$ cat config.mk
export PLATFORM = sky130hd
export DESIGN_NAME = adc_scan_averaging_sequencer
export DESIGN_NICKNAME = d
export VERILOG_FILES = /design/src/sv/asas_pkg.sv /design/src/sv/asas_accum.sv /design/src/sv/asas_table.sv /design/src/sv/asas_outq.sv /design/src/sv/adc_scan_averaging_sequencer.sv
export SDC_FILE = /design/constraint.sdc
export NUM_CORES = 1
export LEC_CHECK = 0
export ABC_CLOCK_PERIOD_IN_PS = 6500
export BUFFER_PORTS_ARGS = -buffer_cell sky130_fd_sc_hd__buf_2
export CAP_MARGIN = 20
export CELL_PAD_IN_SITES_DETAIL_PLACEMENT = 1
export CELL_PAD_IN_SITES_GLOBAL_PLACEMENT = 2
export CORE_UTILIZATION = 49
export CTS_CLUSTER_DIAMETER = 80
export DETAILED_ROUTE_END_ITERATION = 16
export HOLD_SLACK_MARGIN = 0.02
export PLACE_DENSITY = 0.88
export SETUP_SLACK_MARGIN = 0.1
export SLEW_MARGIN = 10
export SYNTH_ARGS = -nofsm -noshare
export SYNTH_HDL_FRONTEND = slang
export SYNTH_SLANG_ARGS = --single-unit
$ cat constraint.sdc
create_clock -name i_clk -period 6.5 [get_ports i_clk]
set_input_delay 1.3 -clock i_clk [delete_from_list [all_inputs] [get_ports i_clk]]
set_output_delay 1.3 -clock i_clk [all_outputs]
set_load 0.05 [all_outputs]
$ cat src/sv/asas_pkg.sv
// Shared widths, request codes and stage/result types for the ADC scan sequencer.
package asas_pkg;

    localparam int unsigned CH_W        = 3;
    localparam int unsigned SMP_W       = 10;
    localparam int unsigned AVG_W       = 10;
    localparam int unsigned SUM_W       = 16;
    localparam int unsigned CNT_W       = 6;
    localparam int unsigned MASK_W      = 8;
    localparam int unsigned TABLE_DEPTH = 8;
    localparam int unsigned RECIP_W     = 18;
    localparam int unsigned OUTQ_DEPTH  = 4;
    localparam int unsigned OQ_PTR_W    = 2;
    localparam int unsigned OQ_CNT_W    = 3;

    localparam logic REQ_SAMPLE = 1'b0;
    localparam logic REQ_READ   = 1'b1;

    // Item in flight between acceptance and the result queue
    typedef struct packed {
        logic             req;
        logic             done;
        logic [CH_W-1:0]  fin;
        logic [CH_W-1:0]  scan;
        logic [SUM_W-1:0] sum;
    } t_stage;

    // Finished result item
    typedef struct packed {
        logic [CH_W-1:0]  scan;
        logic             avg_ready;
        logic [CH_W-1:0]  fin;
        logic [AVG_W-1:0] avg;
        logic [AVG_W-1:0] rval;
    } t_result;

endpackage

$ cat src/sv/asas_accum.sv
// Sample accumulator, sample counter and next-enabled-channel pick.
module asas_accum #(
    parameter int unsigned SAMPLES_PER_AVERAGE = 8,
    parameter int unsigned CHANNELS            = 8
) (
    input  logic                        i_clk,
    input  logic                        i_rst_n,
    input  logic                        i_accept,
    input  logic                        i_req_type,
    input  logic [asas_pkg::SMP_W-1:0]  i_sample,
    input  logic [asas_pkg::MASK_W-1:0] i_enable_mask,
    output asas_pkg::t_stage            o_stage
);
    import asas_pkg::*;

    logic [CNT_W-1:0] r_count, n_count;
    logic [SUM_W-1:0] r_sum, n_sum;
    logic [CH_W-1:0]  r_chan, n_chan;

    logic [CNT_W:0]   cnt_inc;
    logic [SUM_W-1:0] sum_add;
    logic             done;
    logic [CH_W-1:0]  next_ch;

    // First enabled channel after cur, wrapping; hold cur if none
    function automatic logic [CH_W-1:0] pick_next(input logic [CH_W-1:0] cur,
                                                  input logic [MASK_W-1:0] mask);
        logic            found;
        logic [CH_W:0]   c;
        logic [CH_W-1:0] res;
        found = 1'b0;
        res   = cur;
        for (int k = 1; k <= CHANNELS; k++) begin
            c = (CH_W+1)'(cur) + (CH_W+1)'(k);
            if (c >= (CH_W+1)'(CHANNELS)) begin
                c = c - (CH_W+1)'(CHANNELS);
            end
            if (!found && mask[c[CH_W-1:0]]) begin
                res   = c[CH_W-1:0];
                found = 1'b1;
            end
        end
        return res;
    endfunction

    always_comb begin
        cnt_inc = (CNT_W+1)'(r_count) + (CNT_W+1)'(1);
        sum_add = r_sum + SUM_W'(i_sample);
        done    = (i_req_type == REQ_SAMPLE) &&
                  (cnt_inc >= (CNT_W+1)'(SAMPLES_PER_AVERAGE));
        next_ch = pick_next(r_chan, i_enable_mask);

        o_stage.req  = i_req_type;
        o_stage.done = done;
        o_stage.fin  = r_chan;
        o_stage.scan = done ? next_ch : r_chan;
        o_stage.sum  = sum_add;

        n_count = r_count;
        n_sum   = r_sum;
        n_chan  = r_chan;
        if (i_accept && i_req_type == REQ_SAMPLE) begin
            if (done) begin
                n_count = '0;
                n_sum   = '0;
                n_chan  = next_ch;
            end else begin
                n_count = cnt_inc[CNT_W-1:0];
                n_sum   = sum_add;
            end
        end
    end

    always_ff @(posedge i_clk) begin
        if (!i_rst_n) begin
            r_count <= '0;
            r_sum   <= '0;
            r_chan  <= '0;
        end else begin
            r_count <= n_count;
            r_sum   <= n_sum;
            r_chan  <= n_chan;
        end
    end

endmodule

$ cat src/sv/asas_table.sv
// Eight-entry average table: synchronous memory, valid bits, write-to-read forwarding.
module asas_table (
    input  logic                       i_clk,
    input  logic                       i_rst_n,
    input  logic                       i_rd_en,
    input  logic [asas_pkg::CH_W-1:0]  i_rd_addr,
    input  logic                       i_wr_en,
    input  logic [asas_pkg::CH_W-1:0]  i_wr_addr,
    input  logic [asas_pkg::AVG_W-1:0] i_wr_data,
    output logic [asas_pkg::AVG_W-1:0] o_rd_data
);
    import asas_pkg::*;

    logic [AVG_W-1:0]       mem [TABLE_DEPTH];
    logic [TABLE_DEPTH-1:0] r_valid;
    logic [AVG_W-1:0]       r_rd_data;

    always_ff @(posedge i_clk) begin
        if (i_wr_en) begin
            mem[i_wr_addr] <= i_wr_data;
        end
    end

    always_ff @(posedge i_clk) begin
        if (!i_rst_n) begin
            r_valid <= '0;
        end else if (i_wr_en) begin
            r_valid[i_wr_addr] <= 1'b1;
        end
    end

    // Forward a same-cycle write; unwritten entries read as zero
    always_ff @(posedge i_clk) begin
        if (i_rd_en) begin
            if (i_wr_en && i_wr_addr == i_rd_addr) begin
                r_rd_data <= i_wr_data;
            end else if (r_valid[i_rd_addr]) begin
                r_rd_data <= mem[i_rd_addr];
            end else begin
                r_rd_data <= '0;
            end
        end
    end

    assign o_rd_data = r_rd_data;

endmodule

$ cat src/sv/asas_outq.sv
// Four-entry result queue between the table stage and the output channel.
module asas_outq (
    input  logic                          i_clk,
    input  logic                          i_rst_n,
    input  logic                          i_push,
    input  asas_pkg::t_result             i_data,
    input  logic                          i_pop,
    output logic                          o_valid,
    output asas_pkg::t_result             o_data,
    output logic [asas_pkg::OQ_CNT_W-1:0] o_count
);
    import asas_pkg::*;

    t_result               mem [OUTQ_DEPTH];
    logic [OQ_PTR_W-1:0]   r_wptr, r_rptr;
    logic [OQ_CNT_W-1:0]   r_count, n_count;
    logic                  do_pop;

    assign o_valid = (r_count != '0);
    assign o_data  = mem[r_rptr];
    assign o_count = r_count;
    assign do_pop  = i_pop && o_valid;

    always_comb begin
        n_count = r_count;
        if (i_push && !do_pop) begin
            n_count = r_count + OQ_CNT_W'(1);
        end else if (!i_push && do_pop) begin
            n_count = r_count - OQ_CNT_W'(1);
        end
    end

    always_ff @(posedge i_clk) begin
        if (i_push) begin
            mem[r_wptr] <= i_data;
        end
    end

    always_ff @(posedge i_clk) begin
        if (!i_rst_n) begin
            r_wptr  <= '0;
            r_rptr  <= '0;
            r_count <= '0;
        end else begin
            if (i_push) begin
                r_wptr <= r_wptr + OQ_PTR_W'(1);
            end
            if (do_pop) begin
                r_rptr <= r_rptr + OQ_PTR_W'(1);
            end
            r_count <= n_count;
        end
    end

endmodule

$ cat src/sv/adc_scan_averaging_sequencer.sv
// Top level of the ADC round-robin scan sequencer with per-channel averaging.
//
// Input channel (i_in_valid / o_in_stall) carries one item per accepted edge:
// either a converter sample for the channel being scanned, or a read request
// for the stored average of i_read_channel. Output channel (o_out_valid /
// i_out_stall) returns exactly one result item per input item, in order.
// Configuration channel (i_cfg_valid / o_cfg_ready, always ready) writes the
// enable mask; it must be written only while the block is idle (unchecked).
//
// An accepted item is registered in stage one and then pushed into the queue.
// Throughput: one item per cycle; the accumulator and channel pick settle in
// the accepting cycle, the average division (a reciprocal multiply) and the
// table write happen in the following stage, and table reads are forwarded.
// A stalled receiver holds its result while a four-entry queue keeps taking
// items; o_in_stall rises once queue plus stage hold four items.
//
// Reset: sum, count and scan channel clear, the scan starts at channel 0,
// the enable mask returns to all ones and every table entry reads as zero.
module adc_scan_averaging_sequencer #(
    parameter int unsigned SAMPLES_PER_AVERAGE = 8,
    parameter int unsigned CHANNELS            = 8
) (
    input  logic                        i_clk,
    input  logic                        i_rst_n,
    // input items
    input  logic                        i_in_valid,
    output logic                        o_in_stall,
    input  logic                        i_req_type,
    input  logic [asas_pkg::SMP_W-1:0]  i_sample,
    input  logic [asas_pkg::CH_W-1:0]   i_read_channel,
    // result items
    output logic                        o_out_valid,
    input  logic                        i_out_stall,
    output logic [asas_pkg::CH_W-1:0]   o_scan_channel,
    output logic                        o_average_ready,
    output logic [asas_pkg::CH_W-1:0]   o_finished_channel,
    output logic [asas_pkg::AVG_W-1:0]  o_average_value,
    output logic [asas_pkg::AVG_W-1:0]  o_read_value,
    // enable mask write
    input  logic                        i_cfg_valid,
    output logic                        o_cfg_ready,
    input  logic [asas_pkg::MASK_W-1:0] i_cfg_data
);
    import asas_pkg::*;

    // Divide by SAMPLES_PER_AVERAGE as multiply by a rounded-up reciprocal;
    // the shift is wide enough that the quotient is exact for any 16-bit sum.
    localparam int unsigned DIV_SHIFT = SUM_W + $clog2(SAMPLES_PER_AVERAGE);
    localparam longint unsigned RECIP_L =
        ((64'd1 << DIV_SHIFT) + SAMPLES_PER_AVERAGE - 1) / SAMPLES_PER_AVERAGE;
    localparam logic [RECIP_W-1:0] RECIP = RECIP_W'(RECIP_L);
    localparam int unsigned PROD_W = SUM_W + RECIP_W;

    logic [MASK_W-1:0] r_mask;
    logic              accept;
    t_stage            acc_stage;
    logic              r_s1_valid;
    t_stage            r_s1;

    logic [PROD_W-1:0] prod;
    logic [PROD_W-1:0] quot;
    logic [AVG_W-1:0]  avg;
    logic [AVG_W-1:0]  rd_data;
    logic              tbl_wr;
    t_result           s1_res;
    logic [OQ_CNT_W-1:0] oq_count;
    t_result           oq_data;

    // Stall once the stage plus queue could overrun the queue
    assign o_in_stall = (OQ_CNT_W'(r_s1_valid) + oq_count) >= OQ_CNT_W'(OUTQ_DEPTH);
    assign accept     = i_in_valid && !o_in_stall;

    // Enable mask register
    assign o_cfg_ready = 1'b1;
    always_ff @(posedge i_clk) begin
        if (!i_rst_n) begin
            r_mask <= '1;
        end else if (i_cfg_valid && o_cfg_ready) begin
            r_mask <= i_cfg_data;
        end
    end

    asas_accum #(
        .SAMPLES_PER_AVERAGE(SAMPLES_PER_AVERAGE),
        .CHANNELS           (CHANNELS)
    ) u_accum (
        .i_clk        (i_clk),
        .i_rst_n      (i_rst_n),
        .i_accept     (accept),
        .i_req_type   (i_req_type),
        .i_sample     (i_sample),
        .i_enable_mask(r_mask),
        .o_stage      (acc_stage)
    );

    // Stage one: hold the accepted item while the table read completes
    always_ff @(posedge i_clk) begin
        if (!i_rst_n) begin
            r_s1_valid <= 1'b0;
        end else begin
            r_s1_valid <= accept;
        end
    end

    always_ff @(posedge i_clk) begin
        if (accept) begin
            r_s1 <= acc_stage;
        end
    end

    always_comb begin
        prod = PROD_W'(r_s1.sum) * PROD_W'(RECIP);
        quot = prod >> DIV_SHIFT;
        avg  = r_s1.done ? quot[AVG_W-1:0] : '0;
    end

    assign tbl_wr = r_s1_valid && r_s1.done;

    asas_table u_table (
        .i_clk    (i_clk),
        .i_rst_n  (i_rst_n),
        .i_rd_en  (accept && i_req_type == REQ_READ),
        .i_rd_addr(i_read_channel),
        .i_wr_en  (tbl_wr),
        .i_wr_addr(r_s1.fin),
        .i_wr_data(avg),
        .o_rd_data(rd_data)
    );

    // Assemble the result; fields that do not apply read as zero
    always_comb begin
        s1_res.scan      = r_s1.scan;
        s1_res.avg_ready = r_s1.done;
        s1_res.fin       = r_s1.done ? r_s1.fin : '0;
        s1_res.avg       = avg;
        s1_res.rval      = (r_s1.req == REQ_READ) ? rd_data : '0;
    end

    asas_outq u_outq (
        .i_clk  (i_clk),
        .i_rst_n(i_rst_n),
        .i_push (r_s1_valid),
        .i_data (s1_res),
        .i_pop  (!i_out_stall),
        .o_valid(o_out_valid),
        .o_data (oq_data),
        .o_count(oq_count)
    );

    assign o_scan_channel     = oq_data.scan;
    assign o_average_ready    = oq_data.avg_ready;
    assign o_finished_channel = oq_data.fin;
    assign o_average_value    = oq_data.avg;
    assign o_read_value       = oq_data.rval;

endmodule

### Word-level counts from Yosys, hierarchy flattened

Memory sizes are Yosys's and may differ from the RTL's. A register that Yosys moved wholly into a read port is not among the register bits.
Index checks and enable logic that the tools add are counted.

| cells by class | value |
|---|---|
| $add $sub $neg | 23 |
| order comparisons | 21 |
| equal/unequal tests | 1 |
| mux-type cells | 59 |
| bitwise logic cells | 2 |
| reductions and logical operators | 30 |

Operators by type and width:

| operator | number |
|---|---|
| $mux 3 | 20 |
| $lt 3x4->1 const B | 10 |
| $mux 10 | 4 |
| $ge 4x4->1 const B | 8 |
| $bmux 1 s3 | 9 |
| $sub 3x1->3 const B | 9 |
| $mux 1 | 21 |
| $logic_and 1x1->1 | 17 |
| $add 16x10->16 | 1 |
| $add 3x3->4 const B | 4 |
| $mux 16 | 1 |
| $logic_not 1->1 | 11 |
| $add 3x2->4 const B | 2 |
| $or 8x8->8 | 1 |
| $add 6x1->7 const B | 1 |
| $ge 7x4->1 const B | 1 |
| $mux 6 | 1 |
| $add 2x1->2 const B | 2 |
| $add 3x1->4 const B | 1 |
| $add 3x4->4 const B | 1 |
| $mux 2 | 2 |
| $add 1x3->3 | 1 |
| $add 3x1->3 const B | 1 |
| $demux 1 s3 | 1 |
| 6 further kinds | 6 |

| storage, ports and cells | value |
|---|---|
| flip-flop bits (word level) | 80 |
| bits in writable memories | 188 |
| bits of input ports | 27 |
| output and inout port bits | 30 |
| memories kept | 2 |

Memory list:

| memory | depth | width | read ports | clocked after memory_dff | wr ports | RTL line | source |
|---|---|---|---|---|---|---|---|
| u_outq.mem | 4 | 27 | 1 | 1 | 1 | asas_outq.sv:14 | `t_result mem [OUTQ_DEPTH];` |
| u_table.mem | 8 | 10 | 1 | 0 | 1 | asas_table.sv:14 | `logic [AVG_W-1:0] mem [TABLE_DEPTH];` |

### Logic depth before layout (Yosys ltp)

Gate-level depths: netlist of the first run.

| depth | value |
|---|---|
| word-level depth | 28 |
| mapped depth | 12 |
| gate-level depth less buffers | 9 |

### Cells and area by module

Synthesis of the first run repeated with hierarchy kept, for this count alone.

| second synthesis, totals | value |
|---|---|
| cells, all modules | 724 |
| area, all modules | 11591.1 sq um |

Modules (own cells, without submodules):

| module | times used | cells an instance | area each (sq um) | sequential area each (sq um) |
|---|---|---|---|---|
| asas_outq | 1 | 183 | 4413.0 | 3423.3 |
| asas_table | 1 | 190 | 3814.9 | 2862.7 |
| asas_accum | 1 | 266 | 2258.4 | 500.5 |
| adc_scan_averaging_sequencer | 1 | 85 | 1104.8 | 720.7 |

### Least setup slack after synthesis of the first run

Ideal clock, no wire load.

| timing path | value |
|---|---|
| kind | input -> register |
| start point | input port i_sample[0] (netlist bit) |
| end point | register r_s1[12] (netlist bit) (data pin) |
| setup time | 0.263 ns |
| arrival | 3.248 ns |
| data required time | 6.237 ns |
| path slack | 2.989 ns |
| stages on the path | 9 |
| path buffers | 0 |
| cells stage by stage | ha_1 > fa_1 > a21o_1 > a21oi_1 > o21bai_1 > a31o_1 > a211oi_1 > nor2_1 > xor2_1 |

RTL lines:

| item | RTL line | source |
|---|---|---|
| start: declaration | adc_scan_averaging_sequencer.sv:29 | `input logic [asas_pkg::SMP_W-1:0] i_sample,` |
| end signal: assignment | adc_scan_averaging_sequencer.sv:107 | `r_s1 <= acc_stage;` |
| end: declaration | adc_scan_averaging_sequencer.sv:58 | `t_stage r_s1;` |

### Worst setup path after layout of the first run

| timing path | value |
|---|---|
| start point | register u_accum.r_chan[0] |
| end point | register u_accum.r_chan[1] |

| on the way | value |
|---|---|
| longest elaborated chain between the ends | 28 |
| elaborated cells on any way between the ends | 78 |
| those cells by class | 16 x add/sub; 8 x order compare; 40 x mux; 14 x reduce/logical |

Ends and longest elaborated chain:

| item | RTL line | source |
|---|---|---|
| start: declaration | asas_accum.sv:18 | `logic [CH_W-1:0] r_chan, n_chan;` |
| start signal: assignment | asas_accum.sv:82 | `r_chan <= n_chan;` |
| $add 3x1->4 | asas_accum.sv:34 | `c = (CH_W+1)'(cur) + (CH_W+1)'(k);` |
| $ge 4x4->1 or $sub 3x1->3 (tied branches) | asas_accum.sv:35, asas_accum.sv:36 |  |
| $mux 3 | asas_accum.sv:35 | `if (c >= (CH_W+1)'(CHANNELS)) begin` |
| $bmux 1 s3 | asas_accum.sv:38 | `if (!found && mask[c[CH_W-1:0]]) begin` |
| $mux 1 (not written as such) | asas_accum.sv:38 |  |
| $mux 1 | asas_accum.sv:38 |  |
| $logic_not 1->1 | asas_accum.sv:38 |  |
| $logic_and 1x1->1 | asas_accum.sv:38 |  |
| (+12 left out) | - |  |
| $mux 1 | asas_accum.sv:38 |  |
| $logic_not 1->1 | asas_accum.sv:38 |  |
| $logic_and 1x1->1 | asas_accum.sv:38 |  |
| $mux 1 | asas_accum.sv:38 |  |
| $logic_not 1->1 | asas_accum.sv:38 |  |
| $logic_and 1x1->1 | asas_accum.sv:38 |  |
| $mux 3 (*) | asas_accum.sv:38 |  |
| $mux 3 (*) | - |  |

Mark *: on every way between the ends. The rest lies on a longest branch, timed or not. The select of a mux whose other input is x is not followed.
A chain may end at the register's enable or synchronous reset.

==> impl_metrics.csv, run 1 <==
group,metric,value,unit
logic_synthesis,syn_inst,706,
setup_path,cp-end-kind,"register",
sta,holdWs,0.458,ns
placed_design,dp_hpwl,17100,um
clocking,cts.clk_slew.worst_paths,0.06,ns
logic_synthesis,synth_top_area_share,57.7,%
drt,drt-initial-drc-count,424,
floorplan,io_pins,57,
setup_path,crit_start,"u_accum.r_chan[0]",
power_and_ir_drop,p_int,3.25,mW
drt,num_vias,6325,
logic_synthesis,yosys.area_share.adder,2.47,%
hold_path,hold_depth,2,
logic_synthesis,syn_nets,754,
setup_path,r2r_cells,9,
finish,nNetsFinal,819,
logic_synthesis,ys_async_sr_fraction,0,%
setup_path,r2r-start,"u_accum.r_chan[0]",
hold_path,min_path_type,"register to register",
power_and_ir_drop,power.switching,1.32,mW
sta,period_needed,3.72,ns
global_route,antenna_found_initial,0,
power_and_ir_drop,clkPwrFrac,36.3,%
drt,drt_first_pass_iters,5,
power_and_ir_drop,power.density,355,nW/um^2
job,drv_cap,0,
sta,slew_headroom,30.6,%
logic_synthesis,synth-seq-cells,264,
logic_synthesis,synth_area_leaders,"edfxtp_1, mux4_2, dfxtp_1",
floorplan,placementRows,55,
sta,slew_violations,0,
run_status,outcome,"finished, final reports clean",
finish,fin_area,12900,sq um
power_and_ir_drop,pwr-share-seq,44.6,%
floorplan,die_area,23600,sq um
clocking,cts_tree,"done",
hold_path,min_from,"u_accum.r_sum[0]",
sta,finalSetupTns,0,ns
logic_synthesis,synthXorXnorAreaFrac,1.94,%
drt,drtAntennaViolNets,0,
setup_path,crit_required,6.94,ns
placed_design,port_buffers,55,
placed_design,place_area,11900,sq um
floorplan,fp.dieH,154,um
finish,antenna_cells,0,
finish,fill_cells,2109,
sta,finalHoldViolCount,0,
clocking,cts_max_level,1,
logic_synthesis,synth-compound-area-share,5.42,%
logic_synthesis,avgSynthCellArea,15.9,sq um
clocking,postCtsHoldBufs,0,
drt,drc,0,
setup_path,start_kind,"register",
floorplan,fp.dieW,154,um
finish,multi_input_comb_area,3580,sq um
sta,setup_viol,0,
setup_path,critPathKind,"register to register",
global_route,grt_overflow,0,
clocking,cts_resized,0,
floorplan,core_area,22600,sq um
power_and_ir_drop,peakVddDrop,0.210,mV
sta,clock.fmax,269,MHz
sta,tightest_slew,1.04,ns
drt,avgViaCountPerCell,5.87,
logic_synthesis,synth-main-ff-cell,"edfxtp_1",
global_route,grt_util_all_layers,21.8,%
logic_synthesis,syn-cell-area,11200,sq um
sta,skew,0.0139,ns
power_and_ir_drop,leakage,4.59,nW
clocking,cts_buffer_depth,3,
global_route,grt_pass1_wl,38900,um
clocking,root_buffer,"clkbuf_16",
clocking,cts_setup_buffers,0,
sta,rsz0062_at_grt,"false",
global_route,grt_pass1_vias,6901,
power_and_ir_drop,combPwrFrac,19.2,%
clocking,clkSinkCount,264,
sta,finalCritPeriodShare,57.2,%
drt,wl_per_cell,23.3,um
setup_path,critical_path.max_fanout,12,
finish,seq_area,7450,sq um
drt,drt-total-wl,25100,um
power_and_ir_drop,sw_frac_of_total,28.9,%
logic_synthesis,synth_edf_count,216,
floorplan,initial_core_util,49.8,%
logic_synthesis,synthMuxAreaShare,14.9,%
logic_synthesis,ys_types,67,
logic_synthesis,yosysTopAreaCell,"edfxtp_1",
finish,drive_above_1_share,24.8,%
logic_synthesis,synth_top_family_by_area,"multiplexers",
finish,area_growth,14.4,%
power_and_ir_drop,total_power,4.56,mW
placed_design,gp_congestion,0.815,
clocking,insertion_delay,0.56,ns
logic_synthesis,synth_seq_area_share,66.2,%
logic_synthesis,yosysWarnings,0,
logic_synthesis,synth-simple-area-share,6.90,%
setup_path,cp.arrival,4.15,ns
global_route,grt_start_max_net_pins,28,
clocking,numCtsBuffers,28,
[power by group through the flow]
stage          logic, mW  registers, mW  clock network [mW]
2_1_floorplan      0.689           2.03                   0
3_3_place_gp       0.807           2.09                   0
3_5_place_dp       0.838           2.11                   0
4_1_cts            0.842           2.07                1.68
5_1_grt            0.934           2.04                1.74
6_report           0.874           2.03                1.66
[cells by family (layout without fill, tap and decap cells)]
family / Yosys count / after routing
flip-flops: 264 / 264
other: 1 / 1
AND/OR/NAND/NOR: 163 / 163
adder cells (fa/ha/maj): 21 / 21
buffers and inverters: 57 / 144
AO/OA/AOI/OAI: 85 / 85
XOR/XNOR: 24 / 24
multiplexers: 91 / 91
[flip-flops by register name, summed over array words and instances (netlist names), named ones only]
register           flops
r_mask                 8
r_s1                  18
r_s1_valid             1
u_accum.r_chan         3
u_accum.r_count        6
u_accum.r_sum         13
u_outq.mem           108
u_outq.o_count         3
u_outq.r_rptr          2
u_outq.r_wptr          2
u_table.mem           80
u_table.o_rd_data     10
u_table.r_valid        8
[worst max-delay path, stage by stage, from the launching register on]
cell	delay [ns]
dfxtp_1	0.71
inv_1	0.22
ha_1	0.61
mux4_2	0.64
mux2i_2	0.34
o211ai_1	0.13
a32o_1	0.29
a221oi_2	0.28
o211ai_2	0.12
o221a_1	0.26
[path summary, 6_finish.rpt]
check                           slack (ns)           endpoint
worst max-delay path                  2.78  u_accum.r_chan[1]
worst min-delay path                  0.46   u_accum.r_sum[0]
worst max register to register        2.78  u_accum.r_chan[1]
worst min register to register        0.46   u_accum.r_sum[0]
[layer usage]
layer	share of wire (%)	GRT usage (%)
met5	0	0
met1	40	25.7
met3	4.1	3.66
met4	2.3	6.67
met2	54	40.7
[through the flow]
step / std cells / util [%] / setup slack, ns
floorplan: 706 / - / 2.99
global placement: 1016 / 52.1 / 2.73
detailed placement: 1024 / 52.6 / 2.57
CTS: 1076 / 56.9 / 2.66
global route: 1078 / 57.0 / 2.49
finish: 1078 / 57.0 / 2.78
[synthesized netlist by cell type, types with 4 or more instances]
master and number:
edfxtp_1 216, mux4_2 59, nor2_1 51, nand2_1 49, dfxtp_1 48, mux2i_1 26, inv_1 24, a21oi_1 21
clkbuf_1 21, and2_1 19, ha_1 19, nand3_1 15, xor2_1 13, o22ai_1 12, xnor2_1 10, buf_1 6
o21ai_0 6, a21o_1 5, a22oi_1 4, a31oi_1 4, and3_1 4, nor2b_1 4, o211ai_1 4, or3_1 4
[cell usage in the layout (no fill, tap or decap), drive strengths merged, types with 2 or more instances in the layout]
master and n:
o2111ai 2, clkbuf 33, fa 2, mux2i 29, mux4 59, dfxtp 48
nand2 49, o211ai 5, a21o 5, nor2 51, mux2 3, bufinv 5
clkinv 14, nor2b 4, o31ai 2, o21ai 7, nand3b 2, a21oi 21
a32o 3, edfxtp 216, o21a 2, nand3 16, a22oi 4, xnor2 11
o22ai 12, inv 25, a31oi 4, buf 67, xor2 13, nor3 3
ha 19, a211oi 4, a2111oi 2, nand2b 3, o21bai 2, and3 5
and2 20, or3 4
[layout make-up]
type | count | share of cell area (%)
Inverter | 25 | 0.730
Timing Repair Buffer | 67 | 3.24
Multi-Input combinational cell | 385 | 27.8
Sequential cell | 264 | 57.9
Clock inverter | 19 | 1.93
Tap cell | 285 | 2.77
Clock buffer | 33 | 5.59
Power figures use the tool's default switching activity.
==> run 2, diff against run 1 <==
ABC_CLOCK_PERIOD_IN_PS = 3300   (was 6500)
CORE_UTILIZATION = 41   (was 49)
PLACE_DENSITY = 0.78   (was 0.88)
clock period = 3.3 ns   (was 6.5 ns; I/O delays follow)
==> run 2 against run 1 <==
Via count about the same. Power is 88% higher. Design area grew 0.26%. Utilization fell by 9.1 points. First-iteration DRC count up 13%. Sequential share of layout area fell by 0.15 points. Maximum frequency increased by 21%. Global-route usage decreased by 3.1 points. Clock-buffer cell count increased by 1. Wire length grew 1.4%. Critical endpoint unchanged. Highest routed layer unchanged.
==> impl_metrics.csv, run 2 (synthesis gave the netlist of run 1 again) <==
group,metric,value,unit
finish,antenna_cells,0,
sta,slew_headroom,54.0,%
power_and_ir_drop,sw_frac_of_total,29.8,%
setup_path,max_stage_delay,0.63,ns
drt,drtAntennaViolNets,0,
setup_path,cp.arrival,3.49,ns
setup_path,worst-path-buf-inv,1,
clocking,clkSinkCount,264,
global_route,grt_util_all_layers,18.8,%
sta,skew,0.0230,ns
finish,reg_top3,"u_outq.mem: 108 flops, u_table.mem: 80 flops, r_s1: 18 flops",
sta,finalSetupTns,0,ns
drt,avgViaCountPerCell,5.49,
clocking,insertion_delay,0.56,ns
finish,instances_no_fill,1152,
floorplan,io_pins,57,
clocking,cts_buffer_depth,3,
setup_path,ff2ff_setup_slack,0.24,ns
finish,final_cell_mix,"edfxtp_1, mux4_2, buf_2",
floorplan,fp.dieW,168,um
setup_path,r2r_end,"u_accum.r_chan[1]",
sta,clock.fmax,327,MHz
power_and_ir_drop,pwr-share-seq,46.4,%
placed_design,place_area,12000,sq um
drt,num_vias,6323,
setup_path,r2r-start,"u_accum.r_chan[0]",
sta,period_needed,3.06,ns
clocking,cts.clk_slew.worst_paths,0.06,ns
setup_path,critPathSlowestCell,"mux4_2",
drt,drc,0,
setup_path,critical_path.max_fanout,7,
drt,drt-initial-drc-count,481,
global_route,antenna_found_initial,0,
floorplan,initial_core_util,41.7,%
setup_path,crit_required,3.73,ns
clocking,root_buffer,"clkbuf_16",
job,drv_cap,0,
finish,regMostFlops,"u_outq.mem",
placed_design,port_buffers,55,
finish,area_growth,14.7,%
power_and_ir_drop,clkPwrFrac,33.1,%
sta,rsz0062_at_grt,"false",
power_and_ir_drop,combPwrFrac,20.5,%
sta,tightest_slew,0.672,ns
setup_path,crit_end,"u_accum.r_chan[1]",
finish,fin_util,47.9,%
drt,wl_per_cell,22.1,um
sta,finalCritPeriodShare,92.8,%
clocking,cts_resized,0,
clocking,cts_tree,"done",
floorplan,fp.dieH,168,um
power_and_ir_drop,power.switching,2.55,mW
sta,slew_violations,0,
floorplan,core_area,27000,sq um
setup_path,critPathKind,"register to register",
setup_path,critical_path_depth,9,
run_status,outcome,"finished, final reports clean",
finish,fin_area,12900,sq um
clocking,postCtsHoldBufs,0,
setup_path,critPathTopFamily,"compound AO/OA/AOI/OAI gates",
power_and_ir_drop,total_power,8.56,mW
finish,nNetsFinal,838,
clocking,cts_setup_buffers,0,
setup_path,crit_start,"u_accum.r_chan[0]",
placed_design,dp_slack,0.238,ns
power_and_ir_drop,peakVddDrop,0.356,mV
finish,drive_above_1_share,24.9,%
placed_design,dp_hpwl,16800,um
power_and_ir_drop,power.density,664,nW/um^2
sta,holdWs,0.333,ns
sta,setup_ws,0.238,ns
clocking,cts_max_level,1,
setup_path,cp-end-kind,"register",
power_and_ir_drop,p_int,6.00,mW
drt,drt_first_pass_iters,5,
clocking,numCtsBuffers,28,
sta,finalHoldViolCount,0,
sta,setup_viol,0,
finish,final_common_cell,"edfxtp_1",
placed_design,gp_congestion,0.798,
finish,largest_reg_flops,108,
floorplan,placementRows,60,
setup_path,start_kind,"register",
placed_design,dp_cells,1100,
global_route,grt_start_max_net_pins,34,
hold_path,min_path_type,"primary input to register",
floorplan,die_area,28100,sq um
global_route,grt_pass1_vias,6995,
setup_path,cp_cell_sequence,"inv_1 -> ha_1 -> mux4_2 -> mux2i_2 -> o211ai_1 -> a32o_1 -> a221oi_2 -> o211ai_2 -> o221a_1",
global_route,grt_overflow,0,
drt,drt-total-wl,25400,um
setup_path,r2r_cells,9,
power_and_ir_drop,leakage,4.59,nW
global_route,grt_pass1_wl,40100,um
run 2: power by group through the flow:
stage	sequential, mW	combinational, mW	clock (mW)
3_5_place_dp	4.05	1.78	0
2_1_floorplan	4.00	1.36	0
6_report	3.97	1.75	2.83
4_1_cts	3.98	1.79	2.92
3_3_place_gp	4.02	1.73	0
5_1_grt	4.00	1.89	3.03
run 2: layout make-up:
type                            instances  area, sq um
Clock buffer                           34          727
Clock inverter                         17          108
Fill cell                            2582        14100
Inverter                               25         93.8
Multi-Input combinational cell        385         3570
Sequential cell                       264         7450
Tap cell                              341          427
Timing Repair Buffer                   86          528
run 2: worst min path at each step:
stage                             from                 end  slack, ns  cells after the start
global route             i_cfg_data[4]           r_mask[4]       0.33                      3
finish                   i_cfg_data[4]           r_mask[4]       0.33                      3
global placement    u_table.r_valid[4]  u_table.r_valid[4]       0.44                      2
CTS                      i_cfg_data[4]           r_mask[4]       0.30                      3
floorplan            u_accum.r_chan[2]            r_s1[21]       0.40                      0
detailed placement    u_accum.r_sum[2]    u_accum.r_sum[2]       0.46                      2
run 2: worst register-to-register path, delay by kind of cell (launching register included):
| family | cells | cell delay (ns) |
|---|---|---|
| AOI/OAI and AO/OA | 5 | 1.12 |
| muxes | 2 | 0.94 |
| adders and majority gates | 1 | 0.48 |
| DFF | 1 | 0.33 |
| buffers and inverters | 1 | 0.09 |
run 2: per-layer routing:
metal  GRT usage, %  wire length, um  vias up
met1           22.2            10300     3240
met3           3.40              990       46
met5              0                0        -
li1               -                -     2894
met4           5.54              790        0
met2           34.6            13300      143
==> run 3, diff against run 2 <==
RECOVER_POWER = 25   (was not set)
==> run 3 against run 2 <==
The flow now finishes with violations (capacitance limit, slew limit). Sequential share of layout area is 0.16 points higher. Critical path depth is the same. Maximum frequency rose by 0.60%. Clock power is essentially flat. Final cell count unchanged. Flip-flop and latch count did not move. Clock-buffer cell count unchanged. Design area decreased by 0.27%. Clock skew decreased by 0.0021 ns. Sequential power about the same. Non-clock buffer count unchanged.
==> impl_metrics.csv, run 3 (synthesis gave the netlist of run 1 again) <==
group,metric,value,unit
setup_path,cp-end-kind,"register",
setup_path,cp_cell_sequence,"inv_1 -> ha_1 -> mux4_2 -> mux2i_2 -> o211ai_1 -> a32o_1 -> a221oi_2 -> o211ai_2 -> o221a_1",
finish,regMostFlops,"u_outq.mem",
sta,skew,0.0209,ns
setup_path,worst-path-buf-inv,1,
finish,fill_cells,2586,
floorplan,core_area,27000,sq um
clocking,cts_buffer_depth,3,
finish,seq_area,7450,sq um
drt,num_vias,6340,
finish,reg_top3,"u_outq.mem: 108 flops, u_table.mem: 80 flops, r_s1: 18 flops",
sta,tightest_slew,2.09,ns
sta,period_needed,3.04,ns
finish,largest_reg_flops,108,
drt,drt-initial-drc-count,500,
global_route,grt_start_max_net_pins,34,
power_and_ir_drop,power.density,665,nW/um^2
global_route,grt_util_all_layers,18.8,%
placed_design,gp_congestion,0.798,
power_and_ir_drop,leakage,4.55,nW
setup_path,cp.arrival,3.47,ns
run_status,outcome,"finished with violations",
sta,finalCritPeriodShare,92.2,%
run_status,violations,"capacitance limit, slew limit",
sta,slew_violations,56,
finish,nNetsFinal,838,
floorplan,placementRows,60,
floorplan,die_area,28100,sq um
finish,final_cell_mix,"edfxtp_1, mux4_2, buf_2",
clocking,cts_max_level,1,
clocking,insertion_delay,0.56,ns
clocking,clkSinkCount,264,
floorplan,io_pins,57,
drt,wl_per_cell,22.0,um
setup_path,critPathKind,"register to register",
clocking,cts.clk_slew.worst_paths,0.06,ns
finish,multi_input_comb_area,3570,sq um
clocking,cts_resized,0,
placed_design,dp_hpwl,16800,um
setup_path,critPathTopFamily,"compound AO/OA/AOI/OAI gates",
setup_path,critical_path.max_fanout,7,
sta,clock.fmax,329,MHz
sta,finalHoldViolCount,0,
clocking,numCtsBuffers,28,
sta,finalSetupTns,0,ns
power_and_ir_drop,peakVddDrop,0.356,mV
drt,drtAntennaViolNets,0,
clocking,cts_setup_buffers,0,
finish,fin_util,47.7,%
setup_path,critPathSlowestCell,"mux4_2",
setup_path,max_stage_delay,0.63,ns
floorplan,fp.dieH,168,um
job,drv_cap,2,
sta,slew_headroom,-39.0,%
drt,avgViaCountPerCell,5.50,
clocking,cts_tree,"done",
floorplan,initial_core_util,41.7,%
clocking,postCtsHoldBufs,0,
setup_path,start_kind,"register",
placed_design,port_buffers,55,
global_route,grt_overflow,0,
finish,drive_above_1_share,24.2,%
sta,setup_viol,0,
global_route,grt_pass1_vias,6995,
sta,rsz0062_at_grt,"false",
clocking,root_buffer,"clkbuf_16",
setup_path,crit_required,3.73,ns
hold_path,min_path_type,"primary input to register",
drt,drc,0,
finish,final_common_cell,"edfxtp_1",
global_route,antenna_found_initial,0,
finish,antenna_cells,0,
global_route,grt_pass1_wl,40100,um
floorplan,fp.dieW,168,um
drt,drt_first_pass_iters,4,
drt,drt-total-wl,25400,um
finish,area_growth,14.3,%
run 3: worst paths after layout:
| kind | end | cells after the start | slack, ns | startpoint |
|---|---|---|---|---|
| worst max-delay path | u_accum.r_chan[1] | 9 | 0.26 | u_accum.r_chan[0] |
| worst min register to register | u_accum.r_sum[3] | 2 | 0.46 | u_accum.r_sum[3] |
| worst min-delay path | r_mask[4] | 3 | 0.33 | i_cfg_data[4] |
| worst max register to register | u_accum.r_chan[1] | 9 | 0.26 | u_accum.r_chan[0] |
run 3: area by class of cell:
class                      count  area share (%)
sequential                   264            57.9
tap                          341            3.32
inverter                      25           0.730
clock inverter                17           0.837
clock buffer                  34            5.65
timing repair buffer          86            3.83
multi-input combinational    385            27.7
run 3: where the power goes:
group / switching [mW] / internal, mW
registers: 0.109 / 3.87
clock network: 1.27 / 1.57
logic: 1.18 / 0.564
total: 2.55 / 6.00
run 3: metal layers:
metal  up-vias  wire length (um)  GRT usage, %  share of wire [%]
met5         -                 0             0                  0
met4         0               782          5.54                3.1
met3        44               874          3.40                3.4
met2       133             13400          34.6                 53
met1      3273             10400          22.2                 41
li1       2890                 -             -                  -
run 3: worst register-to-register path, delay by kind of cell, from the launching register on:
| kind | cells | cell delay, ns |
|---|---|---|
| buffers and inverters | 1 | 0.09 |
| flip-flops | 1 | 0.33 |
| AO/OA/AOI/OAI | 5 | 1.10 |
| adder cells (fa/ha/maj) | 1 | 0.48 |
| multiplexers | 2 | 0.92 |
run 3: metrics by stage:
stage / cells / power (mW) / hold WS (ns) / worst slack (ns) / instance area (sq um)
after floorplan: 706 / 5.35 / 0.403 / 0.194 / 11200
after global placement: 1100 / 5.75 / 0.444 / 0.290 / 12000
after detailed placement: 1100 / 5.82 / 0.461 / 0.238 / 12000
after CTS: 1151 / 8.68 / 0.305 / 0.269 / 12900
after global routing: 1152 / 8.91 / 0.327 / 0.109 / 12900
final: 1152 / 8.55 / 0.333 / 0.257 / 12900
